[config.mk]
export PLATFORM = sky130hd
export DESIGN_NAME = psq_cordic_cell
export DESIGN_NICKNAME = d
export VERILOG_FILES = /design/src/rtl/psq_pkg.sv /design/src/rtl/psq_cordic_cell.sv
export SDC_FILE = /design/constraint.sdc
export NUM_CORES = 1
export LEC_CHECK = 0
export ABC_AREA = 1
export ABC_CLOCK_PERIOD_IN_PS = 7800
export BUFFER_PORTS_ARGS = -buffer_cell sky130_fd_sc_hd__buf_2
export CAP_MARGIN = 20
export CORE_AREA = 2 2 253 255
export DETAILED_ROUTE_END_ITERATION = 6
export DIE_AREA = 0 0 255 257
export PLACE_DENSITY = 0.41
export SLEW_MARGIN = 20
export SYNTH_ARGS = -nofsm -noshare
export SYNTH_HDL_FRONTEND = slang
export SYNTH_SLANG_ARGS = --single-unit
[constraint.sdc]
create_clock -name clk -period 7.8 [get_ports clk]
set_input_delay 0.39 -clock clk [delete_from_list [all_inputs] [get_ports clk]]
set_output_delay 0.39 -clock clk [all_outputs]
set_load 0.005 [all_outputs]
[src/rtl/psq_pkg.sv]
// ============================================================================
// psq_pkg
// Shared constants, types and tables for the periodic squat trajectory core.
// ============================================================================
package psq_pkg;

    localparam int CORDIC_STAGES = 16;
    localparam int MOD_STAGES    = 32;
    localparam int DIV_STEPS     = 33;
    localparam int SETUP_CYCLES  = DIV_STEPS + 4;
    localparam int XW            = 34;

    localparam logic [1:0] REG_STAND  = 2'd0;
    localparam logic [1:0] REG_CROUCH = 2'd1;
    localparam logic [1:0] REG_FREQ   = 2'd2;
    localparam logic [1:0] REG_PAUSE  = 2'd3;

    localparam logic [15:0] STAND_RST  = 16'd23173;
    localparam logic [15:0] CROUCH_RST = 16'd13107;
    localparam logic [24:0] FREQ_RST   = 25'd65536;
    localparam logic [24:0] PAUSE_RST  = 25'd98304;

    localparam logic signed [XW-1:0] GAIN_Q30 = 34'sd652032874;
    localparam logic signed [22:0]   PI_Q20   = 23'sd3294199;

    typedef struct packed {
        logic               busy;
        logic [15:0]        stand;
        logic signed [16:0] dr;
        logic [24:0]        freq;
        logic [24:0]        pause;
        logic [32:0]        period;
        logic signed [45:0] vel_gain;
    } psq_cfg_t;

    function automatic logic [31:0] atan_turn(input int idx);
        logic [31:0] r;
        case (idx)
            0:  r = 32'd536870912;
            1:  r = 32'd316933406;
            2:  r = 32'd167458907;
            3:  r = 32'd85004756;
            4:  r = 32'd42667331;
            5:  r = 32'd21354465;
            6:  r = 32'd10679838;
            7:  r = 32'd5340245;
            8:  r = 32'd2670163;
            9:  r = 32'd1335087;
            10: r = 32'd667544;
            11: r = 32'd333772;
            12: r = 32'd166886;
            13: r = 32'd83443;
            14: r = 32'd41721;
            15: r = 32'd20860;
            16: r = 32'd10430;
            17: r = 32'd5215;
            18: r = 32'd2607;
            19: r = 32'd1303;
            20: r = 32'd651;
            21: r = 32'd325;
            22: r = 32'd162;
            23: r = 32'd81;
            default: r = 32'd0;
        endcase
        return r;
    endfunction

endpackage

[src/rtl/psq_cordic_cell.sv]
// ============================================================================
// psq_cordic_cell
// One CORDIC rotation micro-step, angle in turns; carries two tag bits.
// ============================================================================
module psq_cordic_cell
    import psq_pkg::*;
(
    input  logic                 clk,
    input  logic                 en,
    input  logic [4:0]           shift,
    input  logic [31:0]          angle,
    input  logic signed [XW-1:0] x_in,
    input  logic signed [XW-1:0] y_in,
    input  logic signed [XW-1:0] z_in,
    input  logic [1:0]           tag_in,
    output logic signed [XW-1:0] x_out,
    output logic signed [XW-1:0] y_out,
    output logic signed [XW-1:0] z_out,
    output logic [1:0]           tag_out
);

    logic signed [XW-1:0] x_reg, y_reg, z_reg;
    logic [1:0]           tag_reg;
    logic signed [XW-1:0] xs, ys, ang;

    assign xs  = x_in >>> shift;
    assign ys  = y_in >>> shift;
    assign ang = $signed({2'b00, angle});

    always_ff @(posedge clk)
    begin
        if (en)
        begin
            if (!z_in[XW-1])
            begin
                x_reg <= x_in - ys;
                y_reg <= y_in + xs;
                z_reg <= z_in - ang;
            end
            else
            begin
                x_reg <= x_in + ys;
                y_reg <= y_in - xs;
                z_reg <= z_in + ang;
            end
            tag_reg <= tag_in;
        end
    end

    assign x_out   = x_reg;
    assign y_out   = y_reg;
    assign z_out   = z_reg;
    assign tag_out = tag_reg;

endmodule

==> results.py <==
metrics = {
    "synthesis": {
        "async_reset_ff_frac": 0,
        "synth_edf_count": 104,
        "synthCells": 2350,
        "ys_types": 48,
        "ys_ff_latch": 104,
        "ys_warn_count": 0,
        "synth_area_leaders": "edfxtp_1 21%, nand2_1 17%, nand3_1 14%",
        "yosysTopAreaCell": "edfxtp_1",
        "ys_seq_area_frac": 0.208,
        "synth-main-ff-cell": "edfxtp_1",
        "yosysMostFrequentCell": "nand2_1",
        "synth_top_area_frac": 0.208,
        "synthesis.area_sq_mm": 0.0150,
        "syn_avg_cell_area_sq_um": 6.38,
        "synth_commonest_cells": "686 x nand2_1, 423 x nand3_1, 187 x inv_1",
        "synth_nets": 2598,
    },
    "timing": {
        "setup_viol": 0,
        "fin_tns_setup_ns": 0,
        "tightest_slew_ns": 1.03,
        "hold_viol": 0,
        "max_slew_margin": 0.309,
        "setup_slack_ns": 2.36,
        "slew_viol_final": 0,
        "rsz0062_at_grt": "no",
        "period_share": 0.698,
        "min_period_ns": 5.44,
        "max_freq_mhz": 184,
        "fin_hold_ws_ns": 0.166,
    },
    "clocking": {
        "cts_sinks": 104,
        "cts_resized": 0,
        "postCtsHoldBufs": 0,
        "root_buffer": "clkbuf_16",
        "numCtsBuffers": 9,
        "post_cts_buffers": 0,
        "htreeDepth": 3,
        "clock_path_buffers": 2,
        "path_clk_slew_ns": 0.08,
        "cts_tree": "built",
    },
    "power": {
        "swShare": 0.460,
        "p_seq_frac": 0.287,
        "clock_power_share": 0.165,
        "p_sw_w": 0.00138,
        "p_comb_frac": 0.548,
        "fin_total_pwr_w": 0.00300,
        "p_per_area_mw_per_mm2": 174,
        "p_leak_nw": 8.44,
        "vdd_drop_max_mv": 0.105,
        "intPower_w": 0.00162,
    },
    "detailed_routing": {
        "vias": 16700,
        "drc_errors": 0,
        "drt_wl_total_microns": 66400,
        "avgViaCountPerCell": 4.91,
        "wire_per_inst_microns": 19.6,
        "drt_pass1_iterations": 6,
        "first_iter_violations": 1280,
        "antenna_left": 0,
    },
    "status": {
        "status": "complete, no violations",
    },
    "place": {
        "routabilityCongestion": 0.943,
        "dpl.hpwl_microns": 54700,
        "dp_slack_ns": 2.06,
        "port_buffers": 246,
    },
    "setup_path": {
        "crit_end": "x_out[27]$_DFFE_PP_",
        "critPathCaptureType": "flop",
        "startpoint": "shift[1]",
        "max_stage_delay_ns": 0.50,
        "crit_required_ns": 7.95,
        "critPathMaxFanout": 36,
        "crit_type": "input pin to flop",
        "cpMaxStageDelayCell": "inv_2",
        "cp.arrival_ns": 5.59,
        "cp-start-kind": "input pin",
    },
    "global_route": {
        "grt_pass1_vias": 16200,
        "antenna_found_initial": 1,
        "grt_max_degree": 69,
        "grt.total_usage": 0.199,
        "overflow": 0,
        "grt_pass1_wl_microns": 99000,
    },
    "floorplan": {
        "io_pins": 247,
        "rows": 92,
        "dieHeight_microns": 257,
        "coreArea_sq_mm": 0.0627,
        "die_area_sq_mm": 0.0655,
        "die_w_microns": 255,
        "initial_core_util": 0.239,
    },
    "flow_run": {
        "cap_violations": 0,
    },
    "layout": {
        "area_growth_pct": 15.1,
        "final_nets": 2788,
        "drive_gt1_frac": 0.153,
        "antennaDiodeCount": 0,
    },
    "min_path": {
        "min-delay-start": "tag_in[0]",
        "min_path_type": "input pin to flop",
    },
}
## how the worst min path moves through the flow
| stage | endpoint | slack [ns] | depth (start not counted) |
|---|---|---|---|
| final | tag_out[0]$_DFFE_PP_ | 0.17 | 1 |
| after global routing | tag_out[0]$_DFFE_PP_ | 0.15 | 1 |
| after CTS | tag_out[0]$_DFFE_PP_ | 0.13 | 1 |
| after detailed placement | tag_out[0]$_DFFE_PP_ | 0.57 | 1 |
| after global placement | tag_out[0]$_DFFE_PP_ | 0.58 | 1 |
| after floorplan | tag_out[0]$_DFFE_PP_ | 0.49 | 0 |
## layout by cell type (no fill, tap or decap), drive strengths merged, types with 14 or more instances in the layout
cell / netlist / routed
nand3: 442 / 442
xor2: 122 / 122
nand4: 18 / 18
a21oi: 123 / 123
a21o: 14 / 14
inv: 203 / 205
nor2: 191 / 191
nor3: 17 / 17
edfxtp: 104 / 104
nand2: 722 / 722
o21ai: 86 / 86
ha: 102 / 102
buf: 56 / 262
a31oi: 23 / 23
xnor2: 46 / 46
## power groups by stage
stage	clock, W	combinational (W)	sequential, W
3_5_place_dp	0	0.00165	0.000879
2_1_floorplan	0	0.00102	0.000893
3_3_place_gp	0	0.00166	0.000880
6_report	0.000494	0.00165	0.000862
5_1_grt	0.000536	0.00184	0.000880
4_1_cts	0.000523	0.00166	0.000867
## area by class of cell
cell class | instances | area [sq um]
clock buffer | 9 | 225
multi-input combinational | 1959 | 10700
inverter | 204 | 766
sequential | 104 | 3120
timing repair buffer | 262 | 1350
clock inverter | 7 | 53.8
tap | 846 | 1060
fill | 7158 | 45500
## flip-flops by register name, summed over array words and instances, names as in the netlist
name     count
y_out       34
z_out       34
tag_out      2
x_out       34
## critical path, delay by kind of cell
kind	cells	cell delay (ns)
and+or+nand+nor	11	1.43
buffers and inverters	6	1.26
AOI/OAI and AO/OA	8	1.68
xor gates and xnor gates	2	0.23
adders and majority gates	2	0.58
## stage by stage
step           cell area, sq um  instances  utilization
2_1_floorplan             15000       2350            -
3_3_place_gp              17000       3375        0.271
3_5_place_dp              17000       3375        0.271
4_1_cts                   17300       3391        0.275
5_1_grt                   17300       3391        0.275
6_report                  17300       3391        0.275
## per-layer routing
metal  vias to the layer above  share of wire  track usage
li1                       8249              -            -
met2                       538           0.47        0.334
met4                         0          0.022       0.0502
met5                         -              0            0
met1                      7818           0.46        0.270
met3                        56          0.051       0.0238
## logic make-up after synthesis
family          synth area share
simple gates               0.418
buf+inv                   0.0793
compound gates             0.107
xor+xnor                  0.0986
fa+ha+maj                 0.0891
flops                      0.208
(Power assumes the default switching activity.)
