File: src/rtl/psq_pkg.sv
// ============================================================================
// psq_pkg
// Shared constants, types and tables for the periodic squat trajectory core.
// ============================================================================
package psq_pkg;

    localparam int CORDIC_STAGES = 16;
    localparam int MOD_STAGES    = 32;
    localparam int DIV_STEPS     = 33;
    localparam int SETUP_CYCLES  = DIV_STEPS + 4;
    localparam int XW            = 34;

    localparam logic [1:0] REG_STAND  = 2'd0;
    localparam logic [1:0] REG_CROUCH = 2'd1;
    localparam logic [1:0] REG_FREQ   = 2'd2;
    localparam logic [1:0] REG_PAUSE  = 2'd3;

    localparam logic [15:0] STAND_RST  = 16'd23173;
    localparam logic [15:0] CROUCH_RST = 16'd13107;
    localparam logic [24:0] FREQ_RST   = 25'd65536;
    localparam logic [24:0] PAUSE_RST  = 25'd98304;

    localparam logic signed [XW-1:0] GAIN_Q30 = 34'sd652032874;
    localparam logic signed [22:0]   PI_Q20   = 23'sd3294199;

    typedef struct packed {
        logic               busy;
        logic [15:0]        stand;
        logic signed [16:0] dr;
        logic [24:0]        freq;
        logic [24:0]        pause;
        logic [32:0]        period;
        logic signed [45:0] vel_gain;
    } psq_cfg_t;

    function automatic logic [31:0] atan_turn(input int idx);
        logic [31:0] r;
        case (idx)
            0:  r = 32'd536870912;
            1:  r = 32'd316933406;
            2:  r = 32'd167458907;
            3:  r = 32'd85004756;
            4:  r = 32'd42667331;
            5:  r = 32'd21354465;
            6:  r = 32'd10679838;
            7:  r = 32'd5340245;
            8:  r = 32'd2670163;
            9:  r = 32'd1335087;
            10: r = 32'd667544;
            11: r = 32'd333772;
            12: r = 32'd166886;
            13: r = 32'd83443;
            14: r = 32'd41721;
            15: r = 32'd20860;
            16: r = 32'd10430;
            17: r = 32'd5215;
            18: r = 32'd2607;
            19: r = 32'd1303;
            20: r = 32'd651;
            21: r = 32'd325;
            22: r = 32'd162;
            23: r = 32'd81;
            default: r = 32'd0;
        endcase
        return r;
    endfunction

endpackage

File: src/rtl/psq_cfg.sv
// ============================================================================
// psq_cfg
// Register file and setup sequencer: squat duration by serial division,
// cycle period and velocity gain.
// ============================================================================
module psq_cfg
    import psq_pkg::*;
(
    input  logic        clk,
    input  logic        rst_n,
    input  logic        wr_en,
    input  logic [7:0]  wr_index,
    input  logic [31:0] wr_data,
    output psq_cfg_t    cfg
);

    logic [15:0]        stand_reg, crouch_reg;
    logic [24:0]        freq_reg, pause_reg;
    logic               busy_reg;
    logic [5:0]         cnt_reg;
    logic [24:0]        rem_reg;
    logic [32:0]        quo_reg;
    logic [32:0]        period_reg;
    logic signed [16:0] dr_reg;
    logic signed [42:0] prod_reg;
    logic signed [45:0] gain_reg;

    logic [25:0]        rem_sh;
    logic               rem_ge;
    logic [32:0]        dur;
    logic signed [65:0] gain_full;

    assign rem_sh    = {rem_reg, (cnt_reg == 6'd0)};
    assign rem_ge    = rem_sh >= {1'b0, freq_reg};
    assign dur       = (freq_reg == 25'd0) ? {1'b1, 32'd0} : quo_reg;
    assign gain_full = prod_reg * PI_Q20;

    always_ff @(posedge clk or negedge rst_n)
    begin
        if (!rst_n)
        begin
            stand_reg  <= STAND_RST;
            crouch_reg <= CROUCH_RST;
            freq_reg   <= FREQ_RST;
            pause_reg  <= PAUSE_RST;
            busy_reg   <= 1'b1;
            cnt_reg    <= '0;
            rem_reg    <= '0;
        end
        else if (wr_en)
        begin
            case (wr_index)
                {6'd0, REG_STAND}:  stand_reg  <= wr_data[15:0];
                {6'd0, REG_CROUCH}: crouch_reg <= wr_data[15:0];
                {6'd0, REG_FREQ}:   freq_reg   <= wr_data[24:0];
                {6'd0, REG_PAUSE}:  pause_reg  <= wr_data[24:0];
                default: ;
            endcase
            busy_reg <= 1'b1;
            cnt_reg  <= '0;
            rem_reg  <= '0;
        end
        else if (busy_reg)
        begin
            if (cnt_reg < 6'(DIV_STEPS))
                rem_reg <= rem_ge ? 25'(rem_sh - {1'b0, freq_reg}) : rem_sh[24:0];
            if (cnt_reg == 6'(SETUP_CYCLES))
                busy_reg <= 1'b0;
            else
                cnt_reg <= cnt_reg + 6'd1;
        end
    end

    always_ff @(posedge clk)
    begin
        if (busy_reg && cnt_reg < 6'(DIV_STEPS))
            quo_reg <= {quo_reg[31:0], rem_ge};
        period_reg <= dur + {8'd0, pause_reg};
        dr_reg     <= $signed({1'b0, stand_reg}) - $signed({1'b0, crouch_reg});
        prod_reg   <= dr_reg * $signed({1'b0, freq_reg});
        gain_reg   <= gain_full[65:20];
    end

    assign cfg.busy     = busy_reg;
    assign cfg.stand    = stand_reg;
    assign cfg.dr       = dr_reg;
    assign cfg.freq     = freq_reg;
    assign cfg.pause    = pause_reg;
    assign cfg.period   = period_reg;
    assign cfg.vel_gain = gain_reg;

endmodule

File: config.mk
export PLATFORM = sky130hd
export DESIGN_NAME = psq_cfg
export DESIGN_NICKNAME = d
export VERILOG_FILES = /design/src/rtl/psq_pkg.sv /design/src/rtl/psq_cfg.sv
export SDC_FILE = /design/constraint.sdc
export NUM_CORES = 2
export LEC_CHECK = 0
export ABC_AREA = 1
export BUFFER_PORTS_ARGS = -buffer_cell sky130_fd_sc_hd__buf_2
export CORE_MARGIN = 4
export CORE_UTILIZATION = 36
export CTS_CLUSTER_DIAMETER = 30
export DETAILED_ROUTE_END_ITERATION = 12
export PLACE_DENSITY = 0.47
export SYNTH_ARGS = -nofsm -noshare
export SYNTH_HDL_FRONTEND = slang
export SYNTH_SLANG_ARGS = --single-unit
File: constraint.sdc
create_clock -name clk -period 8.9 [get_ports clk]
set_clock_uncertainty 0.05 [all_clocks]
set_input_delay 0.445 -clock clk [delete_from_list [all_inputs] [get_ports clk]]
set_output_delay 0.445 -clock clk [all_outputs]
set_load 0.02 [all_outputs]
==> run summary <==
CP delay by family, top: adder cells
unrepaired setup endpoints after global routing: false
crit-path most repeated cell: fa_1
hold buffers post-CTS: 5
synthesized area: 47980 um2
Max FO, Critical Path: 15
vias post-DR: 37.55k
status: finished clean
Final Max Slew Viols: 0
share of cells above drive strength 1: 6.340%
ANT nets after route: 0
syn_nets: 7478
Die Width: 373.1 um
Residual DRC: 0
r2r worst-path depth: 18
total die area: 139200 um2
Critical Path Sink Type: flop
final period utilization: 74.84%
worst r2r src: dr_reg[16]$_DFF_P_
Clock Pin Slew Worst Setup and Hold Paths: 0.05 ns
Final WS setup: 2.239 ns
Hold Path Sink: pause_reg[20]$_DFFE_PN0P_
Hold Vio Cnt, Final: 0
number of synthesized flops with an enable pin: 33
maximum clock frequency: 0.1501 GHz
Avg Inst Size Synth: 7.828 um2
setup TNS: 0 ns
max reg flops: 46
Place WS: 2.381 ns
Post-Route WL: 143.9 mm
top-area cell type share of the netlist area: 33.38%
min Tclk post-route: 6.661 ns
synth unique cells: 47
critical path's slowest cell: dfxtp_1
gate count of the mapped netlist: 6130
Final setup viols: 0
WP buf/inv: 4
Final nets: 7665
core area: 132000 um2
Reg2Reg Setup Slack: 2.24 ns
sequential area share after synthesis: 13.86%
PostCTS Resize Cnt: 0
Async S/R FF share, synth: 39.86%
GRT overflow: 0
largest net degree at the start of global routing: 64
Post-CTS Setup Inserts: 0
YS warnings: 0
CTS Buf Count: 67
CP arrival: 7.12 ns
hold path depth: 3
clock sinks: 286
Syn-to-layout area delta: 11.64%
Via density: 4.618
crit path cell chain: inv_1 -> nor2_1 -> fa_1 -> fa_1 -> fa_1 -> fa_1 -> fa_1 -> inv_1 -> fa_1 -> inv_1 -> ha_1 -> nand2_1 -> nor2_1 -> inv_1 -> nor3_1 -> nand3_1 -> nand4_1 -> nand2_1
worst r2r dst: prod_reg[41]$_DFF_P_
DR pass1 iterations: 7
Core Rows: 133
Clock Path Buffers: 3
Required @ worst endpoint: 9.36 ns
min-delay src: wr_data[20]
boundary pin count: 206
CP Launch Type: flop
vias in the first global route: 40.40k
ranking of synthesized cells by area: fa_1, inv_1, ha_1, nand2_1, dfxtp_1
Final Wtd Congestion: 0.9292
CTS tree: yes
Synth Register Bits: 286
ys flop type: dfxtp_1
overall global routing resource usage: 21.16%
Max Cap Violations: 0
CP max stage delay: 0.78 ns
initial core utilization: 36.36%
worst-margin pin slew: 1.233 ns
global-route wire length before repair: 231.3 mm
Port-buffer cells: 198
Die Ht: 373.1 um
worst hold-check path type: in2reg
DR WL/cell: 17.69 um
initial antenna violation count: 5
Slew headroom: 17.73%
Clk Latency, worst-skew pair: 0.65 ns
largest area contributor in the netlist: fa_1
WS Path Type: reg2reg
Clock Root Buffer: clkbuf_16
Detailed Place HPWL: 119.8 mm
H-tree levels: 3
First DRT Iteration DRCs: 1741
## tightest hold or removal path, stage by stage
cell     delay, ns
buf_2         0.08
inv_1         0.06
o21ai_0       0.15
## metrics by stage
step / utilization, % / cell area, um2 / std cells / hold slack (ns)
3_3_place_gp: 38.65 / 51000 / 7998 / 0.3815
4_1_cts: 40.59 / 53560 / 8127 / 0.003719
3_5_place_dp: 38.65 / 51000 / 7998 / 0.3829
6_report: 40.59 / 53570 / 8130 / 0.07347
2_1_floorplan: - / 47980 / 6130 / 0.09941
5_1_grt: 40.59 / 53570 / 8129 / 0.04802
## layout make-up
| cell class | count | area [um2] |
|---|---|---|
| multi-input combinational | 3948 | 34160 |
| sequential | 286 | 6651 |
| fill | 13792 | 78390 |
| antenna | 3 | 7.507 |
| tap | 1755 | 2196 |
| timing repair buffer | 255 | 1434 |
| inverter | 1759 | 6603 |
| clock buffer | 84 | 1853 |
| clock inverter | 40 | 661.9 |
## how the worst max path moves through the flow
stage,from,endpoint,slack [ns],depth (start not counted)
floorplan,prod_reg[42]$_DFF_P_,gain_reg[39]$_DFF_P_,1.98,22
global placement,dr_reg[16]$_DFF_P_,prod_reg[41]$_DFF_P_,2.41,18
detailed placement,dr_reg[16]$_DFF_P_,prod_reg[41]$_DFF_P_,2.38,18
CTS,dr_reg[16]$_DFF_P_,prod_reg[41]$_DFF_P_,2.33,18
global route,dr_reg[16]$_DFF_P_,prod_reg[41]$_DFF_P_,1.95,19
finish,dr_reg[16]$_DFF_P_,prod_reg[41]$_DFF_P_,2.24,18
## cell usage after synthesis, types with 86 or more instances
library cell,n
a21oi_1,199
clkbuf_1,86
dfrtp_1,95
dfxtp_1,139
fa_1,800
ha_1,505
inv_1,1758
nand2_1,1444
nand3_1,167
nor2_1,327
o21ai_0,158
xor2_1,88
## cells in the final DEF, fill, tap and decap left out, types with 16 or more instances in the layout
cell,Yosys,routed
o21bai_1,25,25
xnor2_1,41,41
a21oi_1,199,199
fa_1,800,800
nor3_1,37,37
a21o_1,16,16
buf_4,4,53
nand3_1,167,167
xor2_1,88,88
nor2_1,327,327
nand4_1,57,57
edfxtp_1,33,33
dfxtp_1,139,138
ha_1,505,505
clkbuf_16,0,69
buf_2,31,197
nand2_1,1444,1444
inv_1,1758,1757
dfstp_2,19,19
o21ai_1,24,24
o21ai_0,158,158
dfrtp_1,95,95
## cell families (layout without fill, tap and decap cells)
logic type,count (synthesis),after routing,synth area share (%)
simple gates,2067,2067,17.27
buf+inv,1896,2138,14.96
fa+ha+maj,1305,1305,46.54
compound gates,447,447,5.017
flops,286,286,13.86
xor+xnor,129,129,2.355
other cells,0,3,0
## routing by layer
metal | global-route usage (%) | vias up | routed length, um | share of wire, %
li1 | - | 18354 | - | -
met1 | 28.62 | 18326 | 66280 | 46
met2 | 35.96 | 707 | 68200 | 47
met3 | 2.679 | 156 | 5764 | 4.0
met4 | 5.358 | 2 | 3587 | 2.5
met5 | 0 | - | 20 | 0.014
Power is left out: the tool's default activity adds up to more than one toggle a clock period on the data nets, which glitch-free logic cannot reach.
