<file path="src/rtl/psq_pkg.sv">
// ============================================================================
// psq_pkg
// Shared constants, types and tables for the periodic squat trajectory core.
// ============================================================================
package psq_pkg;

    localparam int CORDIC_STAGES = 16;
    localparam int MOD_STAGES    = 32;
    localparam int DIV_STEPS     = 33;
    localparam int SETUP_CYCLES  = DIV_STEPS + 4;
    localparam int XW            = 34;

    localparam logic [1:0] REG_STAND  = 2'd0;
    localparam logic [1:0] REG_CROUCH = 2'd1;
    localparam logic [1:0] REG_FREQ   = 2'd2;
    localparam logic [1:0] REG_PAUSE  = 2'd3;

    localparam logic [15:0] STAND_RST  = 16'd23173;
    localparam logic [15:0] CROUCH_RST = 16'd13107;
    localparam logic [24:0] FREQ_RST   = 25'd65536;
    localparam logic [24:0] PAUSE_RST  = 25'd98304;

    localparam logic signed [XW-1:0] GAIN_Q30 = 34'sd652032874;
    localparam logic signed [22:0]   PI_Q20   = 23'sd3294199;

    typedef struct packed {
        logic               busy;
        logic [15:0]        stand;
        logic signed [16:0] dr;
        logic [24:0]        freq;
        logic [24:0]        pause;
        logic [32:0]        period;
        logic signed [45:0] vel_gain;
    } psq_cfg_t;

    function automatic logic [31:0] atan_turn(input int idx);
        logic [31:0] r;
        case (idx)
            0:  r = 32'd536870912;
            1:  r = 32'd316933406;
            2:  r = 32'd167458907;
            3:  r = 32'd85004756;
            4:  r = 32'd42667331;
            5:  r = 32'd21354465;
            6:  r = 32'd10679838;
            7:  r = 32'd5340245;
            8:  r = 32'd2670163;
            9:  r = 32'd1335087;
            10: r = 32'd667544;
            11: r = 32'd333772;
            12: r = 32'd166886;
            13: r = 32'd83443;
            14: r = 32'd41721;
            15: r = 32'd20860;
            16: r = 32'd10430;
            17: r = 32'd5215;
            18: r = 32'd2607;
            19: r = 32'd1303;
            20: r = 32'd651;
            21: r = 32'd325;
            22: r = 32'd162;
            23: r = 32'd81;
            default: r = 32'd0;
        endcase
        return r;
    endfunction

endpackage

</file>
<file path="src/rtl/psq_mod_cell.sv">
// ============================================================================
// psq_mod_cell
// One restoring step of the time-modulo-period chain.
// ============================================================================
module psq_mod_cell
    import psq_pkg::*;
(
    input  logic        clk,
    input  logic        en,
    input  logic [63:0] divisor,
    input  logic [31:0] rem_in,
    output logic [31:0] rem_out
);

    logic [31:0] rem_reg;

    always_ff @(posedge clk)
    begin
        if (en)
        begin
            if ({32'd0, rem_in} >= divisor)
                rem_reg <= rem_in - divisor[31:0];
            else
                rem_reg <= rem_in;
        end
    end

    assign rem_out = rem_reg;

endmodule

</file>
<file path="config.mk">
export PLATFORM = sky130hd
export DESIGN_NAME = psq_mod_cell
export DESIGN_NICKNAME = d
export VERILOG_FILES = /design/src/rtl/psq_pkg.sv /design/src/rtl/psq_mod_cell.sv
export SDC_FILE = /design/constraint.sdc
export NUM_CORES = 1
export LEC_CHECK = 0
export BUFFER_PORTS_ARGS = -buffer_cell sky130_fd_sc_hd__buf_2
export CORE_ASPECT_RATIO = 2
export CORE_MARGIN = 2
export CORE_UTILIZATION = 25
export CTS_CLUSTER_DIAMETER = 150
export CTS_CLUSTER_SIZE = 12
export DETAILED_ROUTE_END_ITERATION = 6
export SETUP_SLACK_MARGIN = 0.02
export SLEW_MARGIN = 20
export SYNTH_ARGS = -nofsm -noshare
export SYNTH_HDL_FRONTEND = slang
export SYNTH_SLANG_ARGS = --single-unit
</file>
<file path="constraint.sdc">
create_clock -name clk -period 4.5 [get_ports clk]
set_input_delay 0.45 -clock clk [delete_from_list [all_inputs] [get_ports clk]]
set_output_delay 0.45 -clock clk [all_outputs]
set_load 0.1 [all_outputs]
</file>
==> summary.txt, run 1 <==
Job
  • Max Cap Viol: 0

Final layout
  • Register area: between 900 and 1000 um2
  • Antenna cells: 0
  • Layout Nets: 628
  • # fillers: around 1.4k
  • Number of flip-flops in the largest register: 32
  • Fraction of layout cells with a size suffix above 1: a little under a third
  • Area grow syn2layout: 28.2%
  • Final design area excluding fillers: approximately 4200 um2
  • Multi-input logic area: 2080 um2

Die
  • Row cnt: a little under 60
  • Starting Density: about a quarter
  • Die width: ~85 um
  • Total Die Area: about 14000 um2
  • CORE AREA: about 13000 um2
  • Height of the die: approximately 170 um
  • IO Count: 130

Setup path
  • CP Launch Type: primary input
  • Worst Path Buf+Inv: 3
  • CP Class: in -> reg
  • Crit Path Max Fanout: 32
  • Data required, critical path: between 4 and 5 ns
  • Most frequent CP cell: o31a_1
  • Crit path arrival time: 3.34 ns
  • Worst path max stage delay: around 0.70 ns
  • Delay-heaviest family, CP: compound AO/OA/AOI/OAI gates
  • Worst setup EP type: flip-flop
  • Slowest CP cell: a31oi_4
  • Crit path cell chain: buf_2 > inv_1 > ha_1 > nor2b_1 > o31a_1 > o21ai_2 > o221a_2 > o31a_1 > o211ai_2 > a31oi_4 > buf_4 > o21ai_1

Yosys
  • Number of synthesized flops with an enable pin: 32
  • Async set or reset register ratio after synthesis: 0%
  • Synth Register Bits: 32
  • Main synth FF type: edfxtp_1
  • Sequential fraction of the synthesis area: between 20% and 30%
  • Yosys Warn Count: 0
  • Mean cell area of the mapped netlist: roughly 8.6 um2
  • Post-Syn Area: about 3200 um2
  • Synth unique cells: 48
  • Syn nets: 507
  • Synthesized instance count: roughly 380

GRT
  • Pin count of the biggest net entering global routing: 33
  • Initial antenna violation count: 0
  • Total GRT Usage: between 10% and 20%
  • First-pass GRT wire length: between 15 and 20 mm
  • Vias in the first global route: around 3.4k
  • Grt total ovfl: 0

Power and ir drop
  • Peak VDD IR: approximately 0.18 mV
  • P per Cell Area: 297 nW/um2
  • Sw frac: 41.5%
  • Internal power: around 0.72 mW
  • Psw: 0.514 mW
  • Reg power frac: 29.1%
  • Clock group share of total power: 26.9%
  • Combinational Power Share: around 44%
  • P_leak: slightly above 2 nW

Route
  • Via-per-instance ratio: 4.91
  • DRC: 0
  • 1st-pass router iterations: 4
  • 1st-iter DRT viols: between 90 and 100
  • Avg WL per Cell: roughly 15 um
  • Final wirelength: just under 10 mm
  • Antenna viol nets, final: 0
  • Total number of vias: 3176

Clock network
  • CTS max path bufs: 2
  • Clock slew at reported path FFs: ~0.060 ns
  • H-tree depth: 2
  • Root Driver: clkbuf_16
  • CTS buffer count: 5
  • # hold bufs at CTS: 0
  • CTS Sinks: 32
  • Post-CTS Setup Inserts: 0
  • Gates resized, CTS repair: 0
  • CTS tree: done

STA
  • Period minus WS final: 3.31 ns
  • Worst hold margin: roughly 0.45 ns
  • Slew @ Worst Pin: between 0.8 and 0.9 ns
  • RSZ-0062 raised after global routing: false
  • Max Fclk: around 300 MHz
  • Period utilisation layout: between 70% and 80%
  • Fin. max-slew vios: 0
  • Setup_tns: 0 ns
  • Final hold vios: 0
  • Setup violators final: 0
  • Slew HR: 43.2%

Placed design
  • IO Port Bufs: about 130
  • Placed inst area: slightly above 4000 um2
  • GP Congestion: about 0.90
  • HPWL Detailed: just over 8 mm

Run status
  • Status: finished, final reports clean

Min path
  • Worst min-delay path category: in -> reg
==> cell type report <==
| class | instances | area share (%) |
|---|---|---|
| multi-input cells | 291 | 50.1 |
| flip-flops and latches | 32 | 23.1 |
| repair buffers | 130 | 15.7 |
| well taps | 150 | 4.51 |
| inverters | 37 | 3.34 |
| clock buffers | 6 | 3.10 |
| clock inverters | 1 | 0.120 |
==> routing by layer <==
metal | vias to the layer above | wire [um] | track usage (%)
met5 | - | 0 | 0
met4 | 0 | 319 | 6.78
met3 | 16 | 389 | 2.04
met2 | 87 | 5720 | 28.6
met1 | 1467 | 3370 | 12.8
li1 | 1606 | - | -
==> path summary, 6_finish.rpt <==
check | slack [ns] | depth (start not counted) | endpoint | from
worst max-delay path | 1.19 | 12 | rem_out[17]$_DFFE_PP_ | divisor[2]
worst min-delay path | 0.45 | 2 | rem_out[4]$_DFFE_PP_ | rem_in[4]
==> layout by cell type, fill, tap and decap left out, types with 2 or more instances in the layout <==
master     netlist  layout
o31a_1           2       2
ha_1            32      32
a31o_2           2       2
o21bai_1         2       2
o21ai_0         14      14
nand2b_1         5       5
mux2_1           9       9
nand3_1          4       4
inv_1           37      37
o31ai_1          2       2
nand4_1         12      12
xor2_1          13      13
o211ai_1         2       2
nor4_1           9       9
a211oi_1         3       3
nand2_1         43      43
a31oi_4          1       2
o21ai_1         25      25
nor2_1          19      19
nor3_1           4       4
a31oi_1          5       4
o21a_1           3       3
a21o_1          21      21
xnor2_1         15      15
clkbuf_16        0       5
a21oi_1         23      23
o41ai_1          2       2
o211ai_2         2       2
edfxtp_1        32      32
buf_2            1     129
==> stage by stage <==
step / utilization, % / power, mW / cells / setup slack (ns)
6_report: 32.9 / 1.24 / 647 / 1.19
5_1_grt: 32.9 / 1.30 / 647 / 0.919
4_1_cts: 32.9 / 1.25 / 647 / 1.16
3_5_place_dp: 31.9 / 0.912 / 640 / 0.857
3_3_place_gp: 31.9 / 0.907 / 640 / 0.948
2_1_floorplan: - / 0.777 / 376 / 1.57
==> power groups by stage <==
stage	clock network, mW	registers [mW]	logic (mW)
floorplan	0	0.536	0.241
global placement	0	0.367	0.540
detailed placement	0	0.367	0.545
CTS	0.341	0.361	0.547
global route	0.349	0.363	0.589
finish	0.332	0.361	0.544
==> logic make-up after synthesis <==
logic type               Yosys count  synth area share (%)
AO/OA/AOI/OAI                    119                  25.3
XOR/XNOR                          28                  7.56
adder cells (fa/ha/maj)           33                  13.0
buffers and inverters             53                  6.63
flip-flops                        32                  29.6
multiplexers                      10                  3.47
AND/OR/NAND/NOR                  101                  14.5
==> synthesized netlist by cell type (2+ instances only) <==
cell type | n | area share, %
a211oi_1 | 3 | 0.69
a21o_1 | 21 | 4.9
a21oi_1 | 23 | 3.5
a31o_2 | 2 | 0.54
a31oi_1 | 5 | 0.96
buf_4 | 4 | 0.93
clkbuf_1 | 11 | 1.3
edfxtp_1 | 32 | 30
ha_1 | 32 | 12
inv_1 | 37 | 4.3
mux2_1 | 9 | 3.1
nand2_1 | 43 | 5.0
nand2b_1 | 5 | 0.96
nand3_1 | 4 | 0.62
nand4_1 | 12 | 2.3
nor2_1 | 19 | 2.2
nor3_1 | 4 | 0.62
nor4_1 | 9 | 1.7
o211ai_1 | 2 | 0.46
o211ai_2 | 2 | 0.77
o21a_1 | 3 | 0.69
o21ai_0 | 14 | 2.2
o21ai_1 | 25 | 3.9
o21bai_1 | 2 | 0.46
o31a_1 | 2 | 0.54
o31ai_1 | 2 | 0.46
o41ai_1 | 2 | 0.54
xnor2_1 | 15 | 4.0
xor2_1 | 13 | 3.5
Power figures use the tool's default switching activity.
==> run 2, diff against run 1 <==
--- a/config.mk
+++ b/config.mk
@@ -5,6 +5,7 @@
 export SDC_FILE = /design/constraint.sdc
 export NUM_CORES = 1
 export LEC_CHECK = 0
+export ABC_AREA = 1
 export BUFFER_PORTS_ARGS = -buffer_cell sky130_fd_sc_hd__buf_2
 export CORE_ASPECT_RATIO = 2
 export CORE_MARGIN = 2
==> constraint.sdc (replaced) <==
create_clock -name clk -period 2.8 [get_ports clk]
set_input_delay 0.28 -clock clk [delete_from_list [all_inputs] [get_ports clk]]
set_output_delay 0.28 -clock clk [all_outputs]
set_load 0.1 [all_outputs]
==> summary.txt, run 2 <==
Run status
  • Status: finished, final reports clean

Clock network
  • Post-CTS Setup Inserts: 0 (unchanged)
  • Clock slew at reported path FFs: 0.06 ns (about the same)
  • Gates resized, CTS repair: 0 (unchanged)
  • CTS tree: done
  • # hold bufs at CTS: 0 (unchanged)
  • H-tree depth: 2 (unchanged)
  • CTS max path bufs: 2 (unchanged)
  • Root Driver: clkbuf_16
  • CTS buffer count: 5 (unchanged)
  • CTS Sinks: 32 (unchanged)

Die
  • Total Die Area: 18000 um2 (+29%)
  • IO Count: 130 (unchanged)
  • Die width: 96.0 um (+14%)
  • Row cnt: 67 (+16%)
  • Starting Density: 25.4% (-0.34 points)
  • CORE AREA: 16700 um2 (+32%)
  • Height of the die: 188 um (+14%)

Setup path
  • CP Launch Type: primary input
  • Crit Path Max Fanout: 11 (-66%)
  • Worst setup EP type: flip-flop
  • Data required, critical path: 2.84 ns (-1.69 ns)
  • Crit path arrival time: 2.31 ns (-1.03 ns)
  • CP Class: in -> reg

GRT
  • Pin count of the biggest net entering global routing: 33 (unchanged)
  • First-pass GRT wire length: 22.3 mm (+44%)
  • Grt total ovfl: 0 (unchanged)
  • Vias in the first global route: 4675 (+37%)
  • Total GRT Usage: 16.8% (+2.9 points)
  • Initial antenna violation count: 1 (+1)

Yosys
  • Main synth FF type: edfxtp_1
  • Post-Syn Area: 4230 um2 (+30%)
  • Synth Register Bits: 32 (unchanged)
  • Yosys Warn Count: 0 (unchanged)
  • Synth top area share: 28.4% (-1.2 points)
  • Synthesized instance count: 727 (+93%)
  • Mean cell area of the mapped netlist: 5.82 um2 (-33%)
  • Syn nets: 858 (+69%)
  • Post-synth top cells: nand2_1, inv_1, nor2_1, nand3_1
  • Number of synthesized flops with an enable pin: 32 (unchanged)
  • Largest cells by area after synthesis: nand2_1, edfxtp_1, inv_1
  • Synth unique cells: 29 (-40%)
  • Yosys top cell by area: nand2_1
  • Async set or reset register ratio after synthesis: 0% (unchanged)
  • Sequential fraction of the synthesis area: 22.7% (-6.9 points)
  • Top-count cell post-synth: nand2_1

Final layout
  • Register area: 961 um2 (unchanged)
  • Multi-input logic area: 2610 um2 (+25%)
  • Final core occ: 31.6% (-1.3 points)
  • Most frequent cells in the layout: nand2_1, inv_1, buf_2
  • Area grow syn2layout: 24.8%
  • Fraction of layout cells with a size suffix above 1: 19.4% (-11 points)
  • # fillers: 1930 (+38%)
  • Layout Nets: 993 (+58%)
  • Number of flip-flops in the largest register: 32 (unchanged)
  • Most common cell after layout, fill and taps aside: nand2_1

Min path
  • Worst min-delay path category: in -> reg
  • Hold depth: 3 (+1)
  • HP Start: rem_in[5]
  • Worst Hold Endpoint: rem_out[5]$_DFFE_PP_

STA
  • Period minus WS final: roughly 2.3 ns
  • Slew HR: 42.5% (-0.65 points)
  • Max Fclk: 440 MHz
  • Setup violators final: 0 (unchanged)
  • Final hold vios: 0 (unchanged)
  • RSZ-0062 raised after global routing: false
  • Worst hold margin: 0.278 ns (-0.177 ns)
  • Slew @ Worst Pin: 0.862 ns (+0.00969 ns)
  • Setup_tns: 0 ns (unchanged)
  • Period utilisation layout: 81.2%
  • Fin. max-slew vios: 0 (unchanged)

Power and ir drop
  • Sw frac: 43.3% (+1.8 points)
  • Combinational Power Share: 45.3% (+1.3 points)
  • Psw: 0.961 mW (+87%)
  • Internal power: 1.26 mW (+74%)
  • P_leak: 3.27 nW (+61%)
  • P per Cell Area: 421 nW/um2 (+41%)
  • Clock group share of total power: 28.6% (+1.7 points)
  • Peak VDD IR: 0.194 mV (+9.8%)
  • Reg power frac: 26.1% (-3.0 points)

Route
  • Total number of vias: 4637 (+46%)
  • Avg WL per Cell: 13.8 um (-8.7%)
  • 1st-iter DRT viols: 155 (+67%)
  • DRC: 0 (unchanged)
  • Via-per-instance ratio: 4.33 (-12%)
  • 1st-pass router iterations: 4 (unchanged)
  • Antenna viol nets, final: 0 (unchanged)
  • Final wirelength: 14.8 mm (+51%)

Placed design
  • GP Congestion: 0.904 (+0.31%)
  • IO Port Bufs: 129 (unchanged)
  • HPWL Detailed: 12.8 mm (+55%)

Job
  • Max Cap Viol: 0 (unchanged)
==> run 2: changes by cell type in the layout (fill, tap and decap cells not counted), moves of 9 or more <==
| cell | before | now |
|---|---|---|
| o21ai_0 | 14 | 0 |
| inv_1 | 37 | 159 |
| o21ai_1 | 25 | 0 |
| nand2_1 | 43 | 320 |
| nand2_2 | 0 | 18 |
| mux2_1 | 9 | 0 |
| nand3_1 | 4 | 42 |
| nor2_1 | 19 | 47 |
| xnor2_1 | 15 | 2 |
| a21o_1 | 21 | 1 |
==> run 2: power groups by stage <==
| stage | sequential, mW | clock [mW] | combinational, mW |
|---|---|---|---|
| after floorplan | 0.861 | 0 | 0.450 |
| after global placement | 0.592 | 0 | 1.01 |
| after detailed placement | 0.591 | 0 | 1.01 |
| after CTS | 0.582 | 0.652 | 1.01 |
| after global routing | 0.585 | 0.665 | 1.10 |
| final | 0.580 | 0.635 | 1.00 |
==> run 2: worst max-delay path, cell delays in order <==
cell and delay, ns:
buf_2 0.09, inv_1 0.04, ha_1 0.20, fa_1 0.43, inv_1 0.14, nand2_1 0.06, nand2_1 0.09, nand3_2 0.07
nand2_2 0.14, nand2_2 0.08, nand2_2 0.08, nand2_1 0.07, nand2_2 0.07, nand2_4 0.09, buf_4 0.21, nand3_1 0.08
nand2_1 0.08
==> run 2: area by class of cell <==
type                            instances  area share [%]
Multi-Input combinational cell        530            49.5
Sequential cell                        32            18.2
Timing Repair Buffer                  134            12.9
Inverter                              159            11.3
Tap cell                              207            4.91
Clock buffer                            5            2.37
Clock inverter                          3           0.711
Antenna cell                            1          0.0474
==> run 2: worst max path at each step <==
| stage | startpoint | endpoint | slack, ns | depth (start not counted) |
|---|---|---|---|---|
| after floorplan | rem_in[0] | rem_out[30]$_DFFE_PP_ | 0.68 | 16 |
| after global placement | rem_in[0] | rem_out[19]$_DFFE_PP_ | 0.24 | 17 |
| after detailed placement | rem_in[0] | rem_out[19]$_DFFE_PP_ | 0.22 | 17 |
| after CTS | rem_in[0] | rem_out[19]$_DFFE_PP_ | 0.53 | 17 |
| after global routing | rem_in[0] | rem_out[19]$_DFFE_PP_ | 0.39 | 17 |
| final | rem_in[0] | rem_out[19]$_DFFE_PP_ | 0.53 | 17 |
==> run 2: routing by layer <==
metal,global-route usage [%],routed length (um)
met1,12.6,4390
met2,34.7,8830
met3,1.53,467
met4,13.3,1120
met5,0,0
==> run 2: logic make-up after synthesis <==
logic type	synth area share, %
AOI/OAI and AO/OA	3.02
buffers and inverters	15.5
and+or+nand+nor	45.7
adders and majority gates	9.94
DFF	22.7
xor gates and xnor gates	3.11
==> run 2: stage by stage <==
stage / total power [mW] / std cells / area, um2 / setup WS (ns)
2_1_floorplan: 1.31 / 727 / 4230 / 0.685
3_3_place_gp: 1.60 / 1062 / 5110 / 0.235
3_5_place_dp: 1.60 / 1062 / 5110 / 0.224
4_1_cts: 2.25 / 1070 / 5270 / 0.529
5_1_grt: 2.34 / 1071 / 5280 / 0.393
6_report: 2.22 / 1071 / 5280 / 0.527
